`src/sv/aabb_all_pairs_overlap_count_top_macros.svh`:
```
//------------------------------------------------------------------------------
// aabb_all_pairs_overlap_count_top_macros.svh
// Assertion macros for the box overlap counter.
//------------------------------------------------------------------------------
`ifndef AABB_ALL_PAIRS_OVERLAP_COUNT_TOP_MACROS_SVH
`define AABB_ALL_PAIRS_OVERLAP_COUNT_TOP_MACROS_SVH

`ifndef NO_ASSERTIONS
// clocked implication, reset-qualified
`define AAPOC_ASSERT(lbl, prop) \
    lbl: assert property (@(posedge aclk) disable iff (!aresetn) prop) \
        else $error("aapoc assertion failed");
// same, with a caller message
`define AAPOC_ASSERT_MSG(lbl, prop, msg) \
    lbl: assert property (@(posedge aclk) disable iff (!aresetn) prop) \
        else $error(msg);
`else
`define AAPOC_ASSERT(lbl, prop)
`define AAPOC_ASSERT_MSG(lbl, prop, msg)
`endif

`endif

```
`src/sv/aapoc_pkg.sv`:
```
//------------------------------------------------------------------------------
// aapoc_pkg
// Types and constants shared by the box overlap counter modules.
//------------------------------------------------------------------------------
package aapoc_pkg;

    localparam int COORD_W = 32;
    localparam int CNT_W   = 15;
    localparam logic [CNT_W-1:0] CNT_MAX = {CNT_W{1'b1}};

    typedef struct packed {
        logic signed [COORD_W-1:0] min_x;
        logic signed [COORD_W-1:0] min_y;
        logic signed [COORD_W-1:0] min_z;
        logic signed [COORD_W-1:0] max_x;
        logic signed [COORD_W-1:0] max_y;
        logic signed [COORD_W-1:0] max_z;
        logic                      last_box;
    } in_item_t;

    typedef struct packed {
        logic [CNT_W-1:0] pair_checks;
        logic [CNT_W-1:0] overlap_pairs;
        logic             set_overflow;
    } out_item_t;

    // controller -> datapath
    typedef struct packed {
        logic load;     // store the accepted box
        logic issue;    // launch current (i,j) pair into the compare pipe
        logic publish;  // move counters to the output register, clear set
    } cmd_t;

    // datapath -> controller
    typedef struct packed {
        logic few;       // fewer than two boxes stored
        logic pair_last; // current (i,j) is the final pair
        logic busy;      // compare pipe holds work
        logic out_full;  // output register holds an unsent item
    } status_t;

endpackage

```
`src/sv/aapoc_ctrl.sv`:
```
//------------------------------------------------------------------------------
// aapoc_ctrl
// Load / sweep / drain sequencer for the box overlap counter.
//------------------------------------------------------------------------------
module aapoc_ctrl
    import aapoc_pkg::*;
(
    input  logic    aclk,
    input  logic    aresetn,
    input  logic    s_valid,
    input  logic    s_last,
    output logic    s_ready,
    input  logic    m_ready,
    input  status_t stat,
    output cmd_t    cmd
);

    localparam logic [1:0] S_LOAD  = 2'd0;
    localparam logic [1:0] S_SWEEP = 2'd1;
    localparam logic [1:0] S_DRAIN = 2'd2;

    logic [1:0] state_reg;
    logic [1:0] state_next;

    assign s_ready = (state_reg == S_LOAD);

    always_comb begin
        state_next  = state_reg;
        cmd.load    = 1'b0;
        cmd.issue   = 1'b0;
        cmd.publish = 1'b0;
        unique case (state_reg)
            S_LOAD: begin
                if (s_valid) begin
                    cmd.load = 1'b1;
                    if (s_last) begin
                        state_next = S_SWEEP;
                    end
                end
            end
            S_SWEEP: begin
                if (stat.few) begin
                    state_next = S_DRAIN;
                end else begin
                    cmd.issue = 1'b1;
                    if (stat.pair_last) begin
                        state_next = S_DRAIN;
                    end
                end
            end
            S_DRAIN: begin
                // wait for the pipe to empty and the output slot to free up
                if (!stat.busy && (!stat.out_full || m_ready)) begin
                    cmd.publish = 1'b1;
                    state_next  = S_LOAD;
                end
            end
            default: begin
                state_next = S_LOAD;
            end
        endcase
    end

    always_ff @(posedge aclk) begin
        if (!aresetn) begin
            state_reg <= S_LOAD;
        end else begin
            state_reg <= state_next;
        end
    end

endmodule

```
`config.mk`:
```
export PLATFORM = sky130hd
export DESIGN_NAME = aapoc_ctrl
export DESIGN_NICKNAME = d
export VERILOG_FILES = /design/src/sv/aabb_all_pairs_overlap_count_top_macros.svh /design/src/sv/aapoc_pkg.sv /design/src/sv/aapoc_ctrl.sv
export SDC_FILE = /design/constraint.sdc
export NUM_CORES = 1
export LEC_CHECK = 0
export BUFFER_PORTS_ARGS = -buffer_cell sky130_fd_sc_hd__buf_2
export CORE_AREA = 2 2 39 41
export CTS_BUF_LIST = sky130_fd_sc_hd__clkbuf_2 sky130_fd_sc_hd__clkbuf_4 sky130_fd_sc_hd__clkbuf_8
export DETAILED_ROUTE_END_ITERATION = 8
export DIE_AREA = 0 0 41 43
export GPL_TIMING_DRIVEN = 0
export PLACE_DENSITY_LB_ADDON = 0.12
export SETUP_SLACK_MARGIN = 0.05
export SLEW_MARGIN = 15
export SYNTH_ARGS = -nofsm -noshare
export SYNTH_HDL_FRONTEND = slang
export SYNTH_SLANG_ARGS = --single-unit
```
`constraint.sdc`:
```
create_clock -name aclk -period 1 [get_ports aclk]
set_input_delay 0.15 -clock aclk [delete_from_list [all_inputs] [get_ports aclk]]
set_output_delay 0.15 -clock aclk [all_outputs]
set_load 0.01 [all_outputs]
```
=== Word level (Yosys, flattened, before mapping) ===
Cells that the tools add are included.

* Logic and storage cells: 25
* Register bits: 2
* Memory bits (writable): 0
* Bits of input ports: 9
* Bits in read-only memories: 0
* Memories kept: 0
* Latch bits: 0

* Eq/ne operators: 6
* Reduce and logical (&&, ||, !) cells: 6
* Shift operators: 0
* Order comparisons: 0
* Add/sub/neg operators: 0
* Divide/modulo/power cells: 0
* Bitwise gates (word level): 0
* Mux-type cells: 12
* $mul: 0

{| class="wikitable"
|+ Operators with widths
! cell !! count
|-
| $mux 2 || 5
|-
| $mux 1 || 6
|-
| $ne 2x2->1 const B || 3
|-
| $pmux 2 s3 || 1
|-
| $reduce_and 4->1 || 1
|-
| $ne 3x3->1 const B || 1
|-
| $eq 2x1->1 const B || 1
|-
| $eq 2x2->1 const B || 1
|-
| $logic_not 1->1 || 2
|-
| $logic_not 2->1 || 1
|-
| $logic_and 1x1->1 || 1
|-
| $logic_or 1x1->1 || 1
|}

=== Depth between registers and ports, before layout ===
* Depth in word-level cells: 5
* Gate-level depth with buffers: 3
* Mapped depth without buffers: 3

=== Worst setup path before layout ===
Ideal clock, no wire load.

* Path kind: register to output
* Start point: register state_reg[0]
* End point: output cmd[2] (netlist bit)
* Data arrival time: 738 ps
* Stages on the path, launching flop included: 3
* Path slack: 112 ps
* Buffers on the path: 0
* Required time: 850 ps
* Path through: dfxtp_1 -> nor2_1 -> and2_1

{| class="wikitable"
|+ RTL lines
! item !! line !! text
|-
| start, declared || aapoc_ctrl.sv:22 || <nowiki>logic [1:0] state_reg;</nowiki>
|-
| start signal, assigned || aapoc_ctrl.sv:68 || <nowiki>state_reg <= state_next;</nowiki>
|-
| end, declared || aapoc_ctrl.sv:15 || <nowiki>output cmd_t cmd</nowiki>
|}

==> key figures <==
Synth
  • Sequential area share after synthesis: 0.296
  • Most frequent cell after synthesis: nor2_1
  • Most common library cells after synthesis: nor2_1 (3), dfxtp_1 (2), inv_1 (2)
  • Area leader, netlist: dfxtp_1
  • Ys flop type: dfxtp_1
  • Synth Cell Area: 135 sq um
  • Syn avg cell area: between 8 and 9 sq um
  • Fraction of registers with async set/reset: 0
  • Post-synth EDFFs: 0
  • Seq cells post-synth: 2
  • Top post-synthesis cells by area: dfxtp_1 (30%), nor4b_2 (11%), a211oi_2 (9.3%), o31ai_2 (9.3%), nor2_1 (8.3%)
  • Synth cell types: 12
  • Synth Warn #: 0
  • Syn Inst Count: 16
  • Post-synth top area share: 0.296
  • Syn nets: 25

Clocking
  • CTS H-Tree Depth: 1
  • TritonCTS clock tree: built
  • Post-CTS Setup Bufs: 0
  • Clock Sink Count: 2
  • Max Buffers Root-to-Sink: 2
  • Worst-Skew Late Latency: 0.22 ns
  • Clock tree root buffer cell: clkbuf_4
  • TritonCTS Buffers: 3
  • Worst-path clk slew: 0.03 ns

Routing
  • Vias per cell: roughly 3.5
  • Routed len/inst: around 8.1 um
  • Post-route DRC: 0
  • Drt initial violations: 3
  • Drt total wl: 383 um
  • Pre-antenna DRT Iters: 4
  • Final ANT Viol Nets: 0
  • Vias: around 160

Final layout
  • Antenna Cells: 0
  • Max reg flops: 2
  • Final net count: 42
  • Fill cell count: about 170
  • Final Non-Filler Cells: 47
  • Layout area overhead: 77.8%
  • Ratio of cells with drive above 1 in the final layout: 0.645

Run status
  • Violated checks: negative setup slack
  • Status: finished, violations left

Worst setup path
  • Max stage delay on crit path: approximately 0.33 ns
  • CP max-delay cell: dfxtp_2
  • CP required: between 0.8 and 0.9 ns
  • Critical Path Fanout Max: 5
  • Worst Path Buf+Inv: 1
  • Critical Path End Type: output pin
  • Arrival time worst endpoint: 0.95 ns
  • Critical path cell sequence: nor4b_2 -> buf_2
  • FF-to-FF setup slack: 0.20 ns
  • Setup CP Type: reg -> out
  • Startpoint class of the critical path: flop
  • CP delay by family, top: flip-flops

Floorplan
  • CORE AREA: roughly 1400 sq um
  • Die span in y: 43 um
  • Initial core utilization: 0.0976
  • Std-Cell Rows: 14
  • Die area: 1760 sq um
  • Chip width: 41 um
  • I/O pin total: 13

Pwr
  • Int Pwr: between 0.0002 and 0.00025 W
  • VDD IR max: approximately 0.00054 V
  • Reg power frac: 0.282
  • Power per cell area: around 1300 nW/um^2
  • NetSw: 0.0000748 W
  • Logic gate share of total power: 0.166
  • Design Power: 0.000319 W
  • Clk pwr share: 0.552
  • Leak: around 0.11 nW
  • Sw frac: 0.234

Flow run
  • MaxCap Viol Count: 0

Timing
  • Crit share post-route: 1.10
  • Hold WS: approximately 0.21 ns
  • Rel. slew slack: 0.862
  • RSZ-0062 raised after global routing: yes
  • Minimum clock period: 1.10 ns
  • Clk_skew: between 0.003 and 0.004 ns
  • Fmax: about 900 MHz
  • Worst-Margin Slew: 0.207 ns
  • Endpoints failing hold: 0
  • Final WS setup: -0.104 ns
  • Final setup vio count: 3
  • Fin. max-slew vios: 0
  • Setup TNS: -0.264 ns

Global routing
  • Met1 Use GR: 0.0446
  • Initial antenna violation count: 0
  • Met2 Use GR: 0.0656
  • Largest net degree at the start of global routing: 6
  • GR peak layer: met2
  • Total global routing overflow: 0
  • GRT Util Overall: 0.0531
  • First-pass GRT wire length: between 500 and 600 um
  • Met3 usage: 0.0628
  • Vias in the first global route: between 150 and 200

Placement
  • RePlAce Congestion: 0.618
  • Detail Placement HPWL: just over 300 um
  • Placed Instances: 44
  • Pre-CTS setup slack: around 0.076 ns
  • Port bufs: 12

Hold path
  • HP Class: in -> reg
power groups by stage:
stage                     registers (W)  logic [W]  clock network (W)
final                         0.0000900  0.0000531           0.000176
after global routing          0.0000906  0.0000589           0.000208
after CTS                     0.0000900  0.0000538           0.000191
after detailed placement      0.0000902  0.0000534                  0
after global placement        0.0000907  0.0000531                  0
after floorplan               0.0000891  0.0000257                  0
final timing paths:
| check | from | endpoint | depth (start not counted) |
|---|---|---|---|
| max reg2reg | state_reg[1] | state_reg[1] | 2 |
| min | aresetn | state_reg[0] | 3 |
| max | state_reg[0] | cmd[0] | 2 |
| min reg2reg | state_reg[1] | state_reg[0] | 1 |
repair_timing:
item,4_1_cts,5_1_grt
setup endpoints to repair,4,4
pin swaps,1,0
hold buffers,0,0
gates resized for setup,2,0
per-layer routing:
layer / vias up / part of all wire
li1: 88 / -
met1: 66 / 0.48
met2: 10 / 0.34
met3: 0 / 0.17
met4: 0 / 0
met5: - / 0
per-stage QoR:
stage	utilization	cell area, sq um
2_1_floorplan	-	135
4_1_cts	0.174	240
3_5_place_dp	0.156	215
6_report	0.174	240
5_1_grt	0.174	240
3_3_place_gp	0.156	215
cell usage in the layout (no fill, tap or decap), drive strengths merged:
cell type	n
nand2	1
inv	2
clkbuf	3
a211oi	1
and2	1
nand3	1
o31ai	1
nand2b	1
nor2b	1
nor2	3
nor4b	1
o2111ai	1
dfxtp	2
buf	12
logic make-up (layout without fill, tap and decap cells):
logic type             after synthesis  after routing  synth area share
and+or+nand+nor                      9              9             0.398
DFF                                  2              2             0.296
buffers and inverters                2             17            0.0556
AOI/OAI and AO/OA                    3              3             0.250
final cells by class:
cell class | count | area (sq um) | area share
Clock buffer | 3 | 22.5 | 0.0938
Inverter | 2 | 7.51 | 0.0313
Multi-Input combinational cell | 12 | 87.6 | 0.365
Sequential cell | 2 | 42.5 | 0.177
Tap cell | 16 | 20.0 | 0.0833
Timing Repair Buffer | 12 | 60.1 | 0.250
worst register-to-register path, delay by kind of cell, from the launching register on:
kind,cells,cell delay (ns)
AND/OR/NAND/NOR,1,0.17
flip-flops,1,0.33
AO/OA/AOI/OAI,1,0.21
No activity file was read; power rests on OpenSTA's default activity.
